--- config.mk ---
export PLATFORM = sky130hd
export DESIGN_NAME = mmcf_queue
export DESIGN_NICKNAME = d
export VERILOG_FILES = /design/src/sv/mmcf_pkg.sv /design/src/sv/mmcf_queue.sv
export SDC_FILE = /design/constraint.sdc
export NUM_CORES = 1
export LEC_CHECK = 0
export ABC_AREA = 1
export ABC_CLOCK_PERIOD_IN_PS = 2200
export BUFFER_PORTS_ARGS = -buffer_cell sky130_fd_sc_hd__buf_2
export CAP_MARGIN = 20
export CORE_MARGIN = 4
export CORE_UTILIZATION = 50
export CTS_BUF_LIST = sky130_fd_sc_hd__clkbuf_16
export CTS_CLUSTER_DIAMETER = 30
export DETAILED_ROUTE_END_ITERATION = 8
export HOLD_SLACK_MARGIN = 0.15
export PLACE_DENSITY = 0.74
export SLEW_MARGIN = 20
export SYNTH_ARGS = -nofsm -noshare
export SYNTH_HDL_FRONTEND = slang
export SYNTH_SLANG_ARGS = --single-unit
--- constraint.sdc ---
create_clock -name clk -period 2.2 [get_ports clk]
set_clock_uncertainty 0.2 [all_clocks]
set_input_delay 0.22 -clock clk [delete_from_list [all_inputs] [get_ports clk]]
set_output_delay 0.22 -clock clk [all_outputs]
set_load 0.01 [all_outputs]
--- src/sv/mmcf_pkg.sv ---
package mmcf_pkg;

	localparam logic [2:0] FUNC_CPU_RD = 3'd0;
	localparam logic [2:0] FUNC_CPU_WR = 3'd1;
	localparam logic [2:0] FUNC_PUSH   = 3'd2;
	localparam logic [2:0] FUNC_TAKE   = 3'd3;
	localparam logic [2:0] FUNC_CLEAR  = 3'd4;

	localparam logic [1:0] CFG_ENABLE      = 2'd0;
	localparam logic [1:0] CFG_OUT_ADDR    = 2'd1;
	localparam logic [1:0] CFG_IN_ADDR     = 2'd2;
	localparam logic [1:0] CFG_STATUS_ADDR = 2'd3;

	localparam logic [15:0] RST_OUT_ADDR    = 16'hF000;
	localparam logic [15:0] RST_IN_ADDR     = 16'hF001;
	localparam logic [15:0] RST_STATUS_ADDR = 16'hF002;

	typedef enum logic [3:0] {
		OP_NONE,
		OP_OUT_WR,
		OP_IN_RD,
		OP_IN_POP,
		OP_STAT_RD,
		OP_CLAIM_ONLY,
		OP_PUSH,
		OP_TAKE,
		OP_CLEAR
	} op_t;

	typedef struct packed {
		op_t        op;
		logic [7:0] data;
	} cmd_t;

endpackage

--- src/sv/mmcf_queue.sv ---
module mmcf_queue (
	input  logic           clk,
	input  logic           arst_n,
	input  logic           push,
	input  mmcf_pkg::cmd_t push_cmd,
	output logic           push_ready,
	input  logic           pop,
	output logic           pop_valid,
	output mmcf_pkg::cmd_t pop_cmd
);

	mmcf_pkg::cmd_t slot_q [2];
	logic           wr_q;
	logic           rd_q;
	logic [1:0]     count_q;

	assign push_ready = (count_q != 2'd2);
	assign pop_valid  = (count_q != 2'd0);
	assign pop_cmd    = slot_q[rd_q];

	always_ff @(posedge clk) begin
		if (push) begin
			slot_q[wr_q] <= push_cmd;
		end
	end

	always_ff @(posedge clk or negedge arst_n) begin
		if (!arst_n) begin
			wr_q    <= 1'b0;
			rd_q    <= 1'b0;
			count_q <= 2'd0;
		end else begin
			if (push) begin
				wr_q <= !wr_q;
			end
			if (pop) begin
				rd_q <= !rd_q;
			end
			if (push && !pop) begin
				count_q <= count_q + 2'd1;
			end else if (pop && !push) begin
				count_q <= count_q - 2'd1;
			end
		end
	end

endmodule

Word level (Yosys, flattened, before mapping)
Memories as Yosys holds them, arrays and structs flattened.
Index checks and enable logic that the tools add are counted.
Cells by class
  add/subtract/negate cells: 2
  eq/ne operators: 1
  multiplexer cells: 4
  reduce and logical (&&, ||, !) cells: 8
Operators by type and width (number)
  1-bit logical NOT: 4
  2-bit 2-to-1 mux: 2
  2-bit nonzero test: 2
  2-bit by 1-bit adder with 2-bit output (second input constant): 1
  1-bit logical AND: 2
  1-bit 2-to-1 mux: 2
  2-bit != test (second input constant): 1
  2-bit by 1-bit subtractor with 2-bit output (second input constant): 1
Word-level totals
  bits in registers: 4
  bits in writable memories: 24
  bits of input ports: 16
  output and inout bits: 14
  logic and storage cells: 19
  memories kept: 1
Memories
  slot_q: depth 2, bits a word 12, read ports 1, clocked after Yosys merged registers in 0, write ports 1, RTL line mmcf_queue.sv:12  | mmcf_pkg::cmd_t slot_q [2];

Logic depth before layout (Yosys ltp)
Gate-level depths: netlist of run 1.
  depth after elaboration: 4
  depth in mapped cells: 7
  gate-level depth less buffers: 7

Least setup slack after synthesis of run 1
Ideal clock, no wire load.
  kind: register -> register
  start: reg wr_q
  end: mem slot_q[0][0] in the netlist's numbering (enable)
  setup time: 0.380 ns
  data arrival time: 0.939 ns
  required time: 1.620 ns
  path slack: 0.681 ns
  stages on the path, launching flop included: 2
  path buffers: 0
  clock period less this slack: 1.519 ns
  path through: dfrtp_1 nor2_1
RTL lines
  start, declared: RTL line mmcf_queue.sv:13  | logic wr_q;
  start signal, assigned: RTL line mmcf_queue.sv:34  | wr_q <= !wr_q;
  end, declared: RTL line mmcf_queue.sv:12
No word-level cell before the write port.

==> summary.md, run 1 <==
| Metric | Value |
|---|---|
| Placed Instances | `119` |
| Commonest non-fill, non-tap cell in the layout | `buf_2` |
| Switch Pwr | `0.467 mW` |
| Die X | `55.1 microns` |
| Clk pwr share | `22.3%` |
| Antenna violations before repair | `0` |
| RSZ-0062 raised after global routing | `false` |
| Placer Congestion | `0.687` |
| Hold Crit Class | `reg -> reg` |
| Congestion Overflow GR | `0` |
| Synth unique cells | `13` |
| CTS sink cnt | `28` |
| Max VDD drop | `0.921 mV` |
| Antenna Nets Post-Route | `0` |
| Clock transition at path regs | `60 ps` |
| CTS tree | `done` |
| Ant diodes | `0` |
| Largest net degree at the start of global routing | `15` |
| I/O pin total | `30` |
| Top cell type's share of synthesized area | `65.1%` |
| Simple-gate share of the synthesized area | `3.73%` |
| Cell area after synthesis | `0.00111 sq mm` |
| XOR/XNOR share of the synthesized area | `2.37%` |
| Final worst path period share | `82.3%` |
| Port bufs | `29` |
| CP Data Required Time | `1780 ps` |
| Nets | `130` |
| F_max | `0.553 GHz` |
| Total CTS buffers | `3` |
| Startpoint class of the critical path | `flip-flop` |
| Post-synthesis sequential area ratio | `74.1%` |
| Top cell type by total area after synthesis | `edfxtp_1` |
| Fraction of the mapped netlist area in compound gates | `0%` |
| DR iter-0 viols | `5` |
| Adder-Cell Fraction of Synth Area | `1.13%` |
| Status | `complete, no violations` |
| Mapped Cells | `62` |
| Max-cap viol count | `0` |
| Share of layout cells above drive strength 1 | `41.4%` |
| Pint | `1.25 mW` |
| Commonest non-fill, non-tap cells in the layout | `29 x buf_2, 24 x edfxtp_1, 16 x dlygate4sd3_1` |
| Die ar. | `0.00303 sq mm` |
| Detailed Place HPWL | `1.20 mm` |
| Number of global-route vias before repair | `629` |
| Period minus WS final | `1810 ps` |
| Sw frac | `27.2%` |
| Kind of critical path | `reg -> out` |
| Vias after detailed routing | `636` |
| Drt wl/cell | `13.5 microns` |
| Die Y | `55.1 microns` |
| Ranking of synthesized cells by area | `edfxtp_1 65%, mux2_4 12%, dfrtp_1 9.0%` |
| Pwr Total | `1.72 mW` |
| Initial Util | `54.2%` |
| Global-route usage over all layers | `13.8%` |
| Mux share of post-synthesis cell area | `15.3%` |
| Final setup viols | `0` |
| Flop pwr share | `44.7%` |
| Syn_nets | `79` |
| Layout area overhead | `37.7%` |
| Htree depth | `1` |
| Logic pwr share | `33.0%` |
| Leak pwr | `0.662 nW` |
| CP Capture Type | `output port` |
| Worst path arrival time | `1390 ps` |
| # DRC | `0` |
| Fin Hold WS | `293 ps` |
| First-pass GRT wire length | `2.83 mm` |
| PD cells | `1130 mW/mm^2` |
| Routed WL | `1.86 mm` |
| Endpoints failing hold | `0` |
| Final Non-Filler Cells | `138` |
| CP Max Fanout | `12` |
| Avg Vias per Cell | `4.61` |
| Rel. slew slack | `69.7%` |
| Syn_area_per_cell | `17.9 sq um` |
| Clock Path Buffers | `2` |
| Row count | `16` |
| Worst-Margin Slew | `454 ps` |
| Setup bufs post-CTS | `0` |
| Yosys warns | `0` |
| Root Driver | `clkbuf_16` |
| Core area | `0.00204 sq mm` |
| Router iterations before antenna repair | `4` |
| Synthesized flop and latch total | `28` |
| Clock Latency Late Sink | `250 ps` |
| Largest family of logic cells by synthesized area | `multiplexers` |
| Fin. max-slew vios | `0` |
| Post-route setup TNS | `0 ps` |
path summary, 6_finish.rpt:
check,from,to,slack [ps],depth (start not counted)
hold / removal,wr_q,wr_q,290,1
setup reg to reg,wr_q,slot_q[1][8],860,2
setup / recovery,rd_q,pop_cmd[8],390,3
min in group asynchronous,arst_n,count_q[1],680,3
max in group asynchronous,arst_n,wr_q,940,3
hold reg to reg,wr_q,wr_q,290,1
cells by family (layout without fill, tap and decap cells):
logic type	count (synthesis)	in the layout
adders and majority gates	1	1
xor gates and xnor gates	3	3
DFF	28	28
buffers and inverters	8	57
muxes	12	12
and+or+nand+nor	10	10
cells in the mapped netlist:
library cell  number
buf_6              1
dfrtp_1            4
edfxtp_1          24
ha_1               1
inv_1              7
mux2_2             3
mux2_4             9
nand2_1            7
nand3_1            1
nand4_1            1
nor2_1             1
xnor2_1            1
xor2_1             2
layer usage:
| layer | GRT usage, % | vias up | wire [microns] |
|---|---|---|---|
| met5 | 0 | - | 0 |
| met4 | 6.07 | 0 | 8 |
| met3 | 1.88 | 2 | 94 |
| met2 | 26.6 | 20 | 1010 |
| met1 | 14.8 | 296 | 743 |
| li1 | - | 318 | - |
state kept, by name, indices dropped and copies added (netlist names):
signal and flops:
slot_q 24, count_q 2, rd_q 1, wr_q 1
worst max-delay path, stage by stage, from the launching register on:
cell     delay (ps)
dfrtp_1         370
buf_4           260
mux2_2          360
buf_2           140
cell type report:
type	instances	area, sq um
Inverter	7	26.3
Fill cell	154	517
Tap cell	27	33.8
Clock buffer	3	75.1
Timing Repair Buffer	47	320
Multi-Input combinational cell	26	249
Sequential cell	28	821
power groups by stage:
stage	logic (mW)	registers [mW]	clock network (mW)
after floorplan	0.381	0.770	0
after global placement	0.539	0.769	0
after detailed placement	0.551	0.778	0
after CTS	0.579	0.771	0.391
after global routing	0.618	0.782	0.415
final	0.567	0.769	0.383
per-stage QoR:
step	setup WS [ps]	instance area [sq um]	util, %
after floorplan	681	1110	-
after global placement	716	1290	63.2
after detailed placement	669	1290	63.2
after CTS	377	1530	74.7
after global routing	349	1530	74.7
final	390	1530	74.7
what timing repair did:
| item | 4_1_cts | 5_1_grt |
|---|---|---|
| endpoints found under the hold margin | 30 | 0 |
| gates resized for setup | 0 | 0 |
| hold buffers | 16 | 0 |
(Power assumes the default switching activity.)
==> run 2: changes to the inputs <==
Settings changed: ABC_CLOCK_PERIOD_IN_PS 2200 to 1550, CORE_UTILIZATION 50 to 45, PLACE_DENSITY 0.74 to 0.7.
Clock period 2.2 ns to 1.55 ns, I/O delays scaled along.
==> run 2 against run 1 <==
  * The run now ends with setup timing left
  * Critical path type unchanged
  * Non-clock buffer count increased by 4
  * Clock-buffer cell count unchanged
  * Register-to-register slack got worse by 590 ps
  * Global-route usage decreased by 1.5 points
  * Flip-flop and latch count unchanged
  * Hold slack improved by 8.1 ps
  * Clock power increased by 44%
  * Setup slack got worse by 460 ps
  * Cell area increased by 6.2%
  * Core utilization decreased by 3.5 points
  * Sequential share of layout area decreased by 3.2 points
==> summary.md, run 2 (same netlist as run 1, synthesis figures left out) <==
| Metric | Value |
|---|---|
| Port bufs | `29 (unchanged)` |
| Commonest non-fill, non-tap cell in the layout | `edfxtp_1 (was buf_2)` |
| Max VDD drop | `1.06 mV (was 0.921 mV)` |
| Biggest register | `slot_q (unchanged)` |
| Congestion Overflow GR | `0 (unchanged)` |
| F_max | `0.618 GHz` |
| Clock Latency Late Sink | `250 ps (about the same)` |
| Worst r2r src | `wr_q (unchanged)` |
| Worst r2r dst | `slot_q[1][2] (was slot_q[1][8])` |
| Placer Congestion | `0.704 (was 0.687)` |
| CTS sink cnt | `28 (unchanged)` |
| Failing checks | `setup timing` |
| Endpoints failing hold | `0 (unchanged)` |
| Worst-Margin Slew | `209 ps (was 454 ps)` |
| Nets | `134 (was 130)` |
| Largest registers | `slot_q: 24 flops, count_q: 2 flops (unchanged)` |
| Ant diodes | `0 (unchanged)` |
| Die X | `57.6 microns (was 55.1 microns)` |
| Router iterations before antenna repair | `2 (was 4)` |
| Vias after detailed routing | `660 (was 636)` |
| Pwr Total | `2.65 mW (was 1.72 mW)` |
| Layout area overhead | `46.3% (was 37.7%)` |
| Hold Crit Depth | `1 (unchanged)` |
| Detailed Place HPWL | `1.26 mm (was 1.20 mm)` |
| Clock Path Buffers | `2 (unchanged)` |
| Hold Crit Class | `reg -> reg (unchanged)` |
| Met3 Use GR | `2.71% (was 1.88%)` |
| Pre-CTS setup slack | `196 ps (was 669 ps)` |
| Period minus WS final | `1620 ps` |
| Reg2reg path depth | `3 (was 2)` |
| Largest net degree at the start of global routing | `16 (was 15)` |
| GRT Max-Usage Layer | `met2 (unchanged)` |
| Clock transition at path regs | `60 ps (about the same)` |
| Final setup viols | `12 (was 0)` |
| Rel. slew slack | `86.0% (was 69.7%)` |
| Worst R2R Setup Slack | `270 ps (was 860 ps)` |
| Fin. max-slew vios | `0 (unchanged)` |
| CP Max Fanout | `4 (was 12)` |
| RSZ-0062 raised after global routing | `true (was false)` |
| Worst path arrival time | `1260 ps (was 1390 ps)` |
| Htree depth | `1 (unchanged)` |
| Die Y | `57.6 microns (was 55.1 microns)` |
| CP Capture Type | `output port (unchanged)` |
| Antenna violations before repair | `0 (unchanged)` |
| Met1 GRT Util | `13.5% (was 14.8%)` |
| Min-delay src | `count_q[0] (was wr_q)` |
| Final worst path period share | `104%` |
| Largest register FFs | `24 (unchanged)` |
| Antenna Nets Post-Route | `0 (unchanged)` |
| Status | `finished with violations (was complete, no violations)` |
| Final WS setup | `-67.5 ps (was 390 ps)` |
| Worst Hold Path EP | `count_q[0] (was wr_q)` |
| Avg Vias per Cell | `4.58 (was 4.61)` |
| DR iter-0 viols | `7 (was 5)` |
| # DRC | `0 (unchanged)` |
| Total CTS buffers | `3 (unchanged)` |
| Startpoint class of the critical path | `flip-flop (unchanged)` |
| Initial Util | `48.7% (was 54.2%)` |
| Drt wl/cell | `12.9 microns (was 13.5 microns)` |
| Fill cells | `148 (was 154)` |
| Share of layout cells above drive strength 1 | `44.0% (was 41.4%)` |
| Setup bufs post-CTS | `0 (unchanged)` |
| First-pass GRT wire length | `3.11 mm (was 2.83 mm)` |
| Root Driver | `clkbuf_16 (unchanged)` |
| Die ar. | `0.00332 sq mm (was 0.00303 sq mm)` |
| Commonest non-fill, non-tap cells in the layout | `24 x edfxtp_1, 20 x buf_2, 16 x dlygate4sd3_1 (was 29 x buf_2, 24 x edfxtp_1, 16 x dlygate4sd3_1)` |
| Grt met2 use | `22.7% (was 26.6%)` |
| CTS tree | `done (unchanged)` |
| Kind of critical path | `reg -> out (unchanged)` |
| Routed WL | `1.85 mm (was 1.86 mm)` |
| Leak pwr | `0.707 nW (was 0.662 nW)` |
| Row count | `17 (was 16)` |
| I/O pin total | `30 (unchanged)` |
| CP Data Required Time | `1190 ps (was 1780 ps)` |
| Core area | `0.00228 sq mm (was 0.00204 sq mm)` |
| Global-route usage over all layers | `12.3% (was 13.8%)` |
| Post-route setup TNS | `-602 ps (was 0 ps)` |
| Number of global-route vias before repair | `704 (was 629)` |
| Max-cap viol count | `0 (unchanged)` |
| PD cells | `1630 mW/mm^2 (was 1130 mW/mm^2)` |
run 2: cell types whose count changed in the layout (fill, tap and decap cells not counted), sizes merged:
| cell | delta |
|---|---|
| inv | +1 |
| buf | +4 |
run 2: worst max path at each step:
| stage | from | endpoint | slack [ps] | cells past startpoint |
|---|---|---|---|---|
| 6_report | rd_q | pop_cmd[4] | -70 | 3 |
| 5_1_grt | rd_q | pop_cmd[4] | -100 | 3 |
| 4_1_cts | rd_q | pop_cmd[3] | -50 | 3 |
| 3_5_place_dp | rd_q | pop_cmd[11] | 200 | 3 |
| 3_3_place_gp | rd_q | pop_cmd[11] | 210 | 3 |
| 2_1_floorplan | wr_q | slot_q[0][0] | 30 | 1 |
run 2: timing repair:
action / CTS / global route
pin swaps: 0 / 0
hold buffers: 16 / 0
gates resized for setup: 10 / 1
endpoints found under the setup margin: 12 / 13
hold endpoints to repair: 31 / 0
run 2: per-layer routing:
layer / share of wire (%) / up-vias
met5: 0 / -
met4: 0.54 / 0
met3: 4.9 / 2
met2: 54 / 15
met1: 41 / 310
li1: - / 333
run 2: final cells by class:
type                       instances  area, sq um  area share, %
tap                               28         35.0           2.16
multi-input combinational         26          249           15.4
sequential                        28          821           50.7
clock inverter                     1         3.75          0.232
inverter                           7         26.3           1.62
clock buffer                       3         75.1           4.63
timing repair buffer              51          410           25.3
run 2: power by group:
part / leakage [nW] / switching [mW] / internal (mW)
registers: 0.272 / 0.0689 / 1.02
clock network: 0.0423 / 0.208 / 0.344
logic: 0.392 / 0.431 / 0.580
run 2: critical path, stage by stage, from the launching register on:
cell,delay (ps)
dfrtp_1,370
buf_4,160
mux2_2,340
buf_2,150
run 2: stage by stage:
stage          instance area (sq um)  util [%]  hold slack [ps]  cells
6_report                        1620      71.2              302    144
5_1_grt                         1620      71.2              322    144
4_1_cts                         1620      71.2              302    144
3_5_place_dp                    1320      58.1             -232    124
3_3_place_gp                    1320      58.1             -236    124
2_1_floorplan                   1110         -             -341     62
