===== src/sv/mmcf_pkg.sv =====
package mmcf_pkg;

	localparam logic [2:0] FUNC_CPU_RD = 3'd0;
	localparam logic [2:0] FUNC_CPU_WR = 3'd1;
	localparam logic [2:0] FUNC_PUSH   = 3'd2;
	localparam logic [2:0] FUNC_TAKE   = 3'd3;
	localparam logic [2:0] FUNC_CLEAR  = 3'd4;

	localparam logic [1:0] CFG_ENABLE      = 2'd0;
	localparam logic [1:0] CFG_OUT_ADDR    = 2'd1;
	localparam logic [1:0] CFG_IN_ADDR     = 2'd2;
	localparam logic [1:0] CFG_STATUS_ADDR = 2'd3;

	localparam logic [15:0] RST_OUT_ADDR    = 16'hF000;
	localparam logic [15:0] RST_IN_ADDR     = 16'hF001;
	localparam logic [15:0] RST_STATUS_ADDR = 16'hF002;

	typedef enum logic [3:0] {
		OP_NONE,
		OP_OUT_WR,
		OP_IN_RD,
		OP_IN_POP,
		OP_STAT_RD,
		OP_CLAIM_ONLY,
		OP_PUSH,
		OP_TAKE,
		OP_CLEAR
	} op_t;

	typedef struct packed {
		op_t        op;
		logic [7:0] data;
	} cmd_t;

endpackage


===== src/sv/mmcf_front.sv =====
module mmcf_front (
	input  logic               clk,
	input  logic               arst_n,
	input  logic               req_valid,
	output logic               req_stall,
	input  logic [2:0]         func,
	input  logic [15:0]        addr,
	input  logic [7:0]         data,
	input  logic               cfg_valid,
	output logic               cfg_ready,
	input  logic [1:0]         cfg_index,
	input  logic [15:0]        cfg_data,
	input  logic               q_ready,
	output logic               q_push,
	output mmcf_pkg::cmd_t     q_cmd
);

	logic        enable_q;
	logic [15:0] out_addr_q;
	logic [15:0] in_addr_q;
	logic [15:0] status_addr_q;
	logic        is_wr;

	assign cfg_ready = 1'b1;

	always_ff @(posedge clk or negedge arst_n) begin
		if (!arst_n) begin
			enable_q      <= 1'b0;
			out_addr_q    <= mmcf_pkg::RST_OUT_ADDR;
			in_addr_q     <= mmcf_pkg::RST_IN_ADDR;
			status_addr_q <= mmcf_pkg::RST_STATUS_ADDR;
		end else if (cfg_valid && cfg_ready) begin
			case (cfg_index)
				mmcf_pkg::CFG_ENABLE:      enable_q      <= cfg_data[0];
				mmcf_pkg::CFG_OUT_ADDR:    out_addr_q    <= cfg_data;
				mmcf_pkg::CFG_IN_ADDR:     in_addr_q     <= cfg_data;
				mmcf_pkg::CFG_STATUS_ADDR: status_addr_q <= cfg_data;
				default: ;
			endcase
		end
	end

	// decode the bus address once, here; the back end only sees the operation and data byte
	always_comb begin
		is_wr = (func == mmcf_pkg::FUNC_CPU_WR);
		q_cmd.data = data;
		q_cmd.op = mmcf_pkg::OP_NONE;
		case (func)
			mmcf_pkg::FUNC_CPU_RD, mmcf_pkg::FUNC_CPU_WR: begin
				if (enable_q) begin
					if (addr == out_addr_q) begin
						q_cmd.op = is_wr ? mmcf_pkg::OP_OUT_WR : mmcf_pkg::OP_NONE;
					end else if (addr == in_addr_q) begin
						q_cmd.op = is_wr ? mmcf_pkg::OP_IN_POP : mmcf_pkg::OP_IN_RD;
					end else if (addr == status_addr_q) begin
						q_cmd.op = is_wr ? mmcf_pkg::OP_CLAIM_ONLY : mmcf_pkg::OP_STAT_RD;
					end
				end
			end
			mmcf_pkg::FUNC_PUSH:  q_cmd.op = mmcf_pkg::OP_PUSH;
			mmcf_pkg::FUNC_TAKE:  q_cmd.op = mmcf_pkg::OP_TAKE;
			mmcf_pkg::FUNC_CLEAR: q_cmd.op = mmcf_pkg::OP_CLEAR;
			default:              q_cmd.op = mmcf_pkg::OP_NONE;
		endcase
	end

	assign q_push    = req_valid && q_ready;
	assign req_stall = !q_ready;

endmodule


===== config.mk =====
export PLATFORM = sky130hd
export DESIGN_NAME = mmcf_front
export DESIGN_NICKNAME = d
export VERILOG_FILES = /design/src/sv/mmcf_pkg.sv /design/src/sv/mmcf_front.sv
export SDC_FILE = /design/constraint.sdc
export NUM_CORES = 1
export LEC_CHECK = 0
export BUFFER_PORTS_ARGS = -buffer_cell sky130_fd_sc_hd__buf_4
export CORE_MARGIN = 4
export CORE_UTILIZATION = 45
export CTS_BUF_LIST = sky130_fd_sc_hd__clkbuf_4
export DETAILED_ROUTE_END_ITERATION = 8
export PLACE_DENSITY_LB_ADDON = 0.25
export SLEW_MARGIN = 20
export SYNTH_ARGS = -nofsm -noshare
export SYNTH_HDL_FRONTEND = slang
export SYNTH_SLANG_ARGS = --single-unit
export TNS_END_PERCENT = 5

===== constraint.sdc =====
create_clock -name clk -period 2.23 [get_ports clk]
set_clock_uncertainty 0.1 [all_clocks]
set_input_delay 0.1115 -clock clk [delete_from_list [all_inputs] [get_ports clk]]
set_output_delay 0.1115 -clock clk [all_outputs]
set_load 0.005 [all_outputs]

# [Yosys cells after proc, flatten, opt, wreduce, memory -nomap -nowiden]
# Index checks and enable logic that the tools add are counted.
# W data, S select, Z words.
[op_classes] eq_ne=10 muxes=8 reduce_logical=9
[ops] cell="$eq A16 B16 Y1" count=3
[ops] cell="$pmux W4 S4" count=1
[ops] cell="$mux W3" count=4
[ops] cell="$reduce_and A2 Y1" count=4
[ops] cell="$eq A3 B2 Y1 const B" count=2
[ops] cell="$eq A2 B2 Y1 const B" count=2
[ops] cell="$eq A3 B1 Y1 const B" count=1
[ops] cell="$eq A3 B3 Y1 const B" count=1
[ops] cell="$logic_not A3 Y1" count=1
[ops] cell="$mux W1" count=3
[ops] cell="$eq A2 B1 Y1 const B" count=1
[ops] cell="$logic_not A2 Y1" count=1
[ops] cell="$reduce_or A2 Y1" count=1
[ops] cell="$logic_and A1 B1 Y1" count=1
[ops] cell="$logic_not A1 Y1" count=1
[totals] out_inout_bits=15 register_bits=49 wordCells=31 inputBits=50

# [Depth between registers and ports, before layout]
# Gate-level depths: netlist of the first run.
[logic_depth] word_depth=7 mapped_depth=4 mapped_depth_nobuf=4

# [Worst setup path before layout of the first run]
# Ideal clock, no wire load.
[synth_path] path_type="register to output" start="reg out_addr_q[13]" end="out q_cmd[8] (netlist bit)" path_buffers=0 stages_incl_launch_ff=5 t_arrival_ns=1.332 required_ns=2.019 setup_slack_ns=0.686 cell_sequence="dfstp_2 xnor2_1 nand4_1 o41a_1 a31oi_1"
[synth_rtl] element="start: declaration" line="mmcf_front.sv:19" source="logic [15:0] out_addr_q;"
[synth_rtl] element="start signal: assignment" line="mmcf_front.sv:29" source="out_addr_q <= mmcf_pkg::RST_OUT_ADDR;"
[synth_rtl] element="start signal: assignment" line="mmcf_front.sv:35" source="mmcf_pkg::CFG_OUT_ADDR: out_addr_q <= cfg_data;"
[synth_rtl] element="end: declaration" line="mmcf_front.sv:15" source="output mmcf_pkg::cmd_t q_cmd"

==> impl_metrics.csv, run 1 <==
group,metric,value,unit
worst_setup_path,crit_fanout,2,
clock_network,cts_buffers,5,
power,power_density,681,mW/mm²
floorplanning,fp.dieH,82.7,µm
clock_network,path_clk_slew,0.14,ns
clock_network,clockBufferDepth,2,
grt,grt_pass1_wl,8380,µm
logic_synthesis,synth_top_area_share,34.9,%
clock_network,htree_levels,2,
floorplanning,die_width,82.7,µm
logic_synthesis,async_flop_share,100,%
finish,drive_gt1_share,52.5,%
run_status,status,"finished, final reports clean",
logic_synthesis,seq_area_frac_synth,49.5,%
logic_synthesis,ys_top_cells_by_count,"mux2_2, dfrtp_1, xor2_1, xnor2_1, dfstp_2",
logic_synthesis,yosysMostFrequentCell,"mux2_2",
place,gp_congestion,0.818,
floorplanning,ioPinCount,65,
logic_synthesis,synth_cell_type_count,23,
finish,fillers,460,
logic_synthesis,syn_nets,241,
detailed_routing,drc,0,
detailed_routing,via_count,1656,
timing,fin_crit_sh,96.5,%
logic_synthesis,yosysWarnings,0,
place,dpl.cell_count,299,
detailed_routing,dr.pass1.iters,4,
finish,antenna_cells,0,
flow_run,max_cap_violations,0,
logic_synthesis,ys_top_cells_by_area,"dfrtp_1, mux2_2, dfstp_2",
logic_synthesis,synth_edf_count,0,
timing,slew_viol_final,0,
detailed_routing,wl,5210,µm
logic_synthesis,yosysTopAreaCell,"dfrtp_1",
timing,max_slew_margin,58.9,%
clock_network,cts_sinks,49,
logic_synthesis,synth_top_flop_cell,"dfrtp_1",
logic_synthesis,postSynthAreaPerCell,13.1,µm²
logic_synthesis,synth_seq_cells,49,
clock_network,insertion_delay,0.36,ns
clock_network,root_buffer,"clkbuf_4",
timing,setup_viol,0,
hold_path,min-delay-path-class,"input pin to flop",
worst_setup_path,worst_ep_required_time,2.02,ns
finish,fin_nets,304,
floorplanning,die_area,0.00684,mm²
detailed_routing,via_per_inst,5.10,
detailed_routing,post_drt_wl_per_cell,16.0,µm
timing,tightest_slew,0.617,ns
worst_setup_path,critPathLaunchType,"flop",
floorplanning,coreArea,0.00527,mm²
power,leakagePower,1.36,nW
grt,grt_usage,16.7,%
power,ir_drop,391,µV
floorplanning,rows,26,
worst_setup_path,worst_setup_path_end_kind,"output pin",
place,dp_hpwl,3800,µm
detailed_routing,drtAntennaViolNets,0,
floorplanning,initial_core_util,47.6,%
finish,syn_to_final_growth,27.6,%
finish,fin_cells,325,
grt,antenna_found_initial,0,
clock_network,cts_tree,"done",
grt,grt-ovfl-total,0,
place,port_buffers,47,
timing,fin_crit,2.15,ns
grt,grt_pass1_vias,1692,
worst_setup_path,critPathKind,"flop to output pin",
timing,hold_viol,0,
timing,fmax,465,MHz
grt,grt_max_degree,50,
worst_setup_path,cp_data_arrival_time,1.94,ns
power,total_power,2.18,mW
logic_synthesis,postSynthCellCount,191,
detailed_routing,first_iter_violations,51,
logic_synthesis,synthesis.area,0.00251,mm²
timing,fin_setup_tns,0,ns
## layout by cell type (no fill, tap or decap), types with 2 or more instances in the layout
cell type      count
dfrtp_1           35
nor3b_1            2
dfstp_2           14
nand3b_1           2
nand4_1            6
buf_4             51
xor2_1            31
clkbuf_4           6
mux2_2            49
nand2b_1           2
nor4_2             8
dlygate4sd3_1     17
xnor2_2            2
clkinv_2           2
xnor2_1           14
inv_1              2
## critical path: stages, from the launching register on
cell	delay, ns
dfstp_2	0.57
xor2_2	0.08
nor4_2	0.31
nand4_1	0.22
o41ai_2	0.24
buf_4	0.16
## metrics by stage
stage	setup slack, ns	utilization, %	area [µm²]	hold WS (ns)
final	0.0783	60.8	3200	0.0438
after global routing	-0.00740	60.8	3200	0.0355
after CTS	0.00398	59.8	3150	0.0298
after detailed placement	0.306	54.9	2890	0.0716
after global placement	0.284	54.9	2890	0.0723
after floorplan	0.686	-	2510	-0.284
## cell type report
type	count	area [µm²]	area share (%)
Sequential cell	49	1240	38.8
Tap cell	70	87.6	2.73
Multi-Input combinational cell	128	1260	39.2
Timing Repair Buffer	68	553	17.3
Clock inverter	2	10.0	0.312
Inverter	2	7.51	0.234
Clock buffer	6	45.0	1.41
## sequential cells by signal (all words and copies together), names as in the netlist
name           count
enable_q           1
in_addr_q         16
status_addr_q     16
out_addr_q        16
## routing by layer
| layer | track usage, % | part of all wire, % | vias up |
|---|---|---|---|
| met5 | 0 | 0 | - |
| met4 | 6.21 | 2.2 | 0 |
| li1 | - | - | 786 |
| met3 | 2.93 | 5.0 | 21 |
| met1 | 21.7 | 45 | 814 |
| met2 | 27.6 | 48 | 35 |
## path summary, 6_finish.rpt
check                                         startpoint                             to  slack [ns]  depth (start not counted)
max                        status_addr_q[12]$_DFFE_PN1P_                      q_cmd[10]        0.08                          5
min                                         cfg_index[0]           enable_q$_DFFE_PN0P_        0.04                          3
max reg2reg                    out_addr_q[4]$_DFFE_PN0P_      out_addr_q[4]$_DFFE_PN0P_        1.34                          1
min reg2reg                 status_addr_q[7]$_DFFE_PN0P_   status_addr_q[7]$_DFFE_PN0P_        0.44                          1
max in group asynchronous                         arst_n       in_addr_q[7]$_DFFE_PN0P_        1.41                          2
min in group asynchronous                         arst_n  status_addr_q[11]$_DFFE_PN0P_        0.21                          2
## where the power goes
group | internal, mW | leakage, nW | total, mW | switching (mW)
sequential | 1.09 | 0.561 | 1.20 | 0.112
clock | 0.133 | 0.0354 | 0.407 | 0.274
combinational | 0.335 | 0.767 | 0.570 | 0.235
total | 1.56 | 1.36 | 2.18 | 0.621
## cell families after synthesis
group | share of synthesized area [%]
muxes | 22.0
DFF | 49.5
xor gates and xnor gates | 16.7
and+or+nand+nor | 6.48
buffers and inverters | 3.59
AOI/OAI and AO/OA | 1.54
other | 0.149
## timing repair
action / CTS / global route
endpoints found under the setup margin: 1 / 3
endpoints found under the hold margin: 84 / 0
gates resized for setup: 5 / 7
cloned: 0 / 0
buffers inserted: 0 / 1
pin swaps: 1 / 13
hold buffers: 17 / 0
Power figures use the tool's default switching activity.
==> run 2: changes to the inputs <==
SETUP_SLACK_MARGIN = 0.15   (was default)
clock period = 2.4 ns   (was 2.23 ns; I/O delays follow)
==> run 2 against run 1 <==
Combinational power fell by 6.0%. Die area did not move. First-iteration DRC count rose by 33%. Largest cell class unchanged. Sequential power fell by 7%. Power fell by 6.8%. Wire length rose by 0.67%. Sequential share of layout area fell by 0.11 points. Setup slack improved by 0.10 ns.
==> impl_metrics.csv, run 2 (synthesized netlist as in run 1, its figures left out) <==
group,metric,value,unit
grt,grt_use_met1,22.3,%
place,port_buffers,47,
grt,grt-busiest-layer,"met2",
timing,fin_setup_tns,0,ns
run_status,status,"finished, final reports clean",
clock_network,cts_tree,"done",
floorplanning,initial_core_util,47.6,%
worst_setup_path,cp_data_arrival_time,2.00,ns
detailed_routing,via_per_inst,5.14,
grt,met3_usage,4.12,%
finish,largestRegisters,"in_addr_q (16), out_addr_q (16), status_addr_q (16)",
grt,grt_pass1_vias,1659,
floorplanning,fp.dieH,82.7,µm
grt,antenna_found_initial,0,
detailed_routing,via_count,1677,
worst_setup_path,critPathLaunchType,"flop",
grt,met2_usage,26.0,%
clock_network,cts_sinks,49,
grt,grt_max_degree,50,
timing,setup_viol,0,
floorplanning,rows,26,
timing,tightest_slew,0.606,ns
timing,fin_crit_sh,92.5,%
floorplanning,coreArea,0.00527,mm²
timing,holdWs,0.0526,ns
worst_setup_path,crit_fanout,2,
timing,slew_viol_final,0,
clock_network,clockBufferDepth,2,
timing,fmax,451,MHz
power,leakagePower,1.38,nW
floorplanning,die_width,82.7,µm
clock_network,htree_levels,2,
detailed_routing,dr.pass1.iters,5,
finish,drive_gt1_share,52.3,%
worst_setup_path,critPathKind,"flop to output pin",
clock_network,insertion_delay,0.35,ns
detailed_routing,first_iter_violations,68,
floorplanning,die_area,0.00684,mm²
detailed_routing,wl,5240,µm
clock_network,root_buffer,"clkbuf_4",
timing,hold_viol,0,
timing,rsz0062_at_grt,"true",
place,dp_hpwl,3710,µm
finish,final_cell_mix,"buf_4, mux2_2, dfrtp_1",
detailed_routing,post_drt_wl_per_cell,16.1,µm
floorplanning,ioPinCount,65,
detailed_routing,drtAntennaViolNets,0,
finish,fin_nets,305,
timing,max_slew_margin,59.6,%
detailed_routing,drc,0,
worst_setup_path,worst_setup_path_end_kind,"output pin",
finish,syn_to_final_growth,28.0,%
power,power_density,632,mW/mm²
flow_run,max_cap_violations,0,
grt,grt_pass1_wl,8230,µm
clock_network,cts_buffers,5,
timing,fin_crit,2.22,ns
worst_setup_path,worst_ep_required_time,2.18,ns
grt,grt-ovfl-total,0,
place,gp_congestion,0.796,
grt,grt_usage,16.7,%
clock_network,path_clk_slew,0.14,ns
power,ir_drop,338,µV
finish,antenna_cells,0,
finish,final_common_cell,"buf_4",
hold_path,min-delay-path-class,"input pin to flop",
run 2: final cells by class:
class / count / area (µm²)
Clock buffer: 6 / 45.0
Inverter: 2 / 7.51
Fill cell: 449 / 2060
Timing Repair Buffer: 69 / 561
Tap cell: 70 / 87.6
Clock inverter: 2 / 10.0
Multi-Input combinational cell: 128 / 1260
Sequential cell: 49 / 1240
run 2: power by group:
group,internal [mW],switching (mW),total (mW)
registers,1.01,0.101,1.12
logic,0.313,0.223,0.536
clock network,0.124,0.257,0.380
run 2: worst paths after layout:
kind                            depth (start not counted)                     startpoint                            end  slack (ns)
worst min-delay path                                    3                   cfg_index[1]           enable_q$_DFFE_PN0P_        0.05
min in group asynchronous                               2                         arst_n      in_addr_q[11]$_DFFE_PN0P_        0.20
worst min register to register                          1  status_addr_q[10]$_DFFE_PN0P_  status_addr_q[10]$_DFFE_PN0P_        0.44
max in group asynchronous                               2                         arst_n           enable_q$_DFFE_PN0P_        1.60
worst max-delay path                                    5     out_addr_q[14]$_DFFE_PN1P_                       q_cmd[8]        0.18
worst max register to register                          1           enable_q$_DFFE_PN0P_           enable_q$_DFFE_PN0P_        1.50
run 2: critical path, stage by stage, from the launching register on:
cell	delay (ns)
dfstp_2	0.58
xnor2_2	0.10
nand4_1	0.17
o41a_1	0.46
a31oi_1	0.18
buf_4	0.15
run 2: per-stage QoR:
step,util (%),setup slack [ns],power (mW),instance area [µm²],instances
after floorplan,-,0.848,1.43,2510,191
after CTS,59.5,0.144,2.02,3140,324
after global placement,54.9,0.452,1.59,2890,299
after global routing,61.0,0.0682,2.16,3210,326
final,61.0,0.181,2.03,3210,326
after detailed placement,54.9,0.496,1.61,2890,299
run 2: layer usage:
| layer | wire length, µm | part of all wire [%] |
|---|---|---|
| met3 | 256 | 4.9 |
| met2 | 2440 | 46 |
| met4 | 117 | 2.2 |
| met5 | 0 | 0 |
| met1 | 2430 | 46 |
run 2: repair_timing:
item                                   4_1_cts  5_1_grt
cloned                                       0        0
setup buffers                                0        2
pin swaps                                    0        8
setup endpoints to repair                    2        3
endpoints found under the hold margin       84        0
resized for setup                            3        9
hold buffers                                17        0
==> run 3: changes to the inputs <==
clock period = 2.7 ns   (was 2.4 ns; I/O delays follow)
==> run 3 against run 2 <==
Non-clock buffer count shrank 2. Cell count fell by 0.61%. Wire length down 3.7%. Largest power group unchanged. Utilization down 1.8 points. Flip-flop and latch count did not move. Die area unchanged. Critical endpoint is now q_cmd[10].
==> impl_metrics.csv, run 3 (synthesized netlist as in run 1, its figures left out) <==
group,metric,value,unit
place,port_buffers,47,
clock_network,cts_resized,0,
detailed_routing,wl,5050,µm
hold_path,hold_path_end,"enable_q$_DFFE_PN0P_",
floorplanning,rows,26,
timing,fin_crit_sh,88.6,%
clock_network,ctsHoldBuffers,17,
worst_setup_path,reg2reg_slack,1.81,ns
detailed_routing,drtAntennaViolNets,0,
clock_network,cts_sinks,49,
worst_setup_path,max_stage_delay,0.57,ns
worst_setup_path,critPathLaunchType,"flop",
power,swShare,27.5,%
timing,holdWs,0.0683,ns
detailed_routing,via_count,1651,
timing,setup_viol,0,
power,pwr-share-clk,18.8,%
detailed_routing,post_drt_wl_per_cell,15.6,µm
worst_setup_path,r2r_start,"in_addr_q[10]$_DFFE_PN0P_",
grt,grt_pass1_vias,1615,
timing,max_slew_margin,59.1,%
power,ir_drop,327,µV
clock_network,clockBufferDepth,2,
finish,final_common_cell,"buf_4",
worst_setup_path,worstReg2RegEnd,"in_addr_q[10]$_DFFE_PN0P_",
timing,hold_viol,0,
grt,antenna_found_initial,0,
worst_setup_path,worst_setup_path_end_kind,"output pin",
grt,grt_max_degree,50,
clock_network,root_buffer,"clkbuf_4",
finish,syn_to_final_growth,24.1,%
run_status,status,"finished, final reports clean",
power,p_comb_share,24.8,%
hold_path,min-delay-path-class,"input pin to flop",
floorplanning,initial_core_util,47.6,%
grt,grt_pass1_wl,7850,µm
clock_network,insertion_delay,0.35,ns
power,power_density,564,mW/mm²
timing,slew_viol_final,0,
clock_network,cts_buffers,5,
grt,grt-ovfl-total,0,
power,leakagePower,1.34,nW
timing,tightest_slew,0.614,ns
clock_network,cts_setup_buffers,0,
clock_network,cts_tree,"done",
power,p_seq_share,56.3,%
clock_network,path_clk_slew,0.14,ns
worst_setup_path,critPathKind,"flop to output pin",
timing,rsz0062_at_grt,"false",
finish,drive_gt1_share,47.6,%
worst_setup_path,crit_fanout,2,
worst_setup_path,worst_ep_required_time,2.47,ns
grt,grt_usage,15.6,%
floorplanning,fp.dieH,82.7,µm
finish,antenna_cells,0,
worst_setup_path,crit_chain,"xor2_1 -> nor4_1 -> nand4_1 -> o41ai_1 -> buf_4",
floorplanning,ioPinCount,65,
power,total_power,1.76,mW
flow_run,max_cap_violations,0,
finish,largestRegisters,"in_addr_q (16), out_addr_q (16), status_addr_q (16)",
power,p_int,1.28,mW
worst_setup_path,crit_buf_inv,1,
power,p_switching,0.483,mW
clock_network,htree_levels,2,
floorplanning,die_width,82.7,µm
detailed_routing,drc,0,
detailed_routing,first_iter_violations,48,
detailed_routing,dr.pass1.iters,4,
finish,final_cell_mix,"buf_4, mux2_2, dfrtp_1",
detailed_routing,via_per_inst,5.10,
timing,fin_crit,2.39,ns
worst_setup_path,critPathSlowestCell,"dfstp_2",
finish,utilization,59.1,%
worst_setup_path,cp_data_arrival_time,2.16,ns
timing,fin_setup_tns,0,ns
hold_path,holdPathStages,3,
worst_setup_path,cpLargestDelayFamily,"simple AND/OR/NAND/NOR gates",
place,dp_hpwl,3730,µm
timing,fmax,418,MHz
floorplanning,die_area,0.00684,mm²
place,gp_congestion,0.796,
worst_setup_path,ff2ff_path_depth,1,
floorplanning,coreArea,0.00527,mm²
hold_path,hold_path_startpoint,"cfg_index[0]",
finish,fin_nets,303,
run 3: cell count changes in the layout (fill, tap and decap cells not counted), sizes merged:
cell	previous run	this run
buf	52	50
run 3: power groups by stage:
stage	clock network, mW	registers [mW]	logic (mW)
after detailed placement	0	1.01	0.423
after global placement	0	0.999	0.417
after floorplan	0	0.986	0.289
final	0.331	0.990	0.437
after CTS	0.347	0.991	0.444
after global routing	0.372	1.01	0.481
run 3: final cells by class:
| cell class | count | area (µm²) |
|---|---|---|
| Multi-Input combinational cell | 128 | 1180 |
| Clock inverter | 2 | 10.0 |
| Clock buffer | 6 | 45.0 |
| Timing Repair Buffer | 67 | 546 |
| Inverter | 2 | 7.51 |
| Sequential cell | 49 | 1240 |
| Fill cell | 475 | 2150 |
| Tap cell | 70 | 87.6 |
run 3: stage by stage:
stage                     setup WS (ns)  instance area [µm²]  instances
final                             0.307                 3120        324
after global routing              0.190                 3120        324
after CTS                         0.291                 3120        324
after detailed placement          0.699                 2890        299
after global placement            0.735                 2890        299
after floorplan                    1.13                 2510        191
run 3: worst max-delay path by stage:
stage,startpoint,endpoint,slack [ns],cells past startpoint
finish,status_addr_q[1]$_DFFE_PN1P_,q_cmd[10],0.31,5
global route,status_addr_q[15]$_DFFE_PN1P_,q_cmd[10],0.19,5
CTS,status_addr_q[1]$_DFFE_PN1P_,q_cmd[10],0.29,5
detailed placement,status_addr_q[1]$_DFFE_PN1P_,q_cmd[10],0.70,5
global placement,status_addr_q[1]$_DFFE_PN1P_,q_cmd[10],0.73,5
floorplan,out_addr_q[13]$_DFFE_PN1P_,q_cmd[8],1.13,4
run 3: worst min-delay path, stage by stage:
cell and delay [ns]:
buf_4 0.10, nor3b_1 0.05, mux2_2 0.21
run 3: routing by layer:
layer | vias up | part of all wire (%) | global-route usage, %
met3 | 18 | 5.2 | 2.93
met2 | 39 | 47 | 24.5
li1 | 787 | - | -
met1 | 807 | 46 | 21.3
met4 | 0 | 1.9 | 5.72
met5 | - | 0 | 0
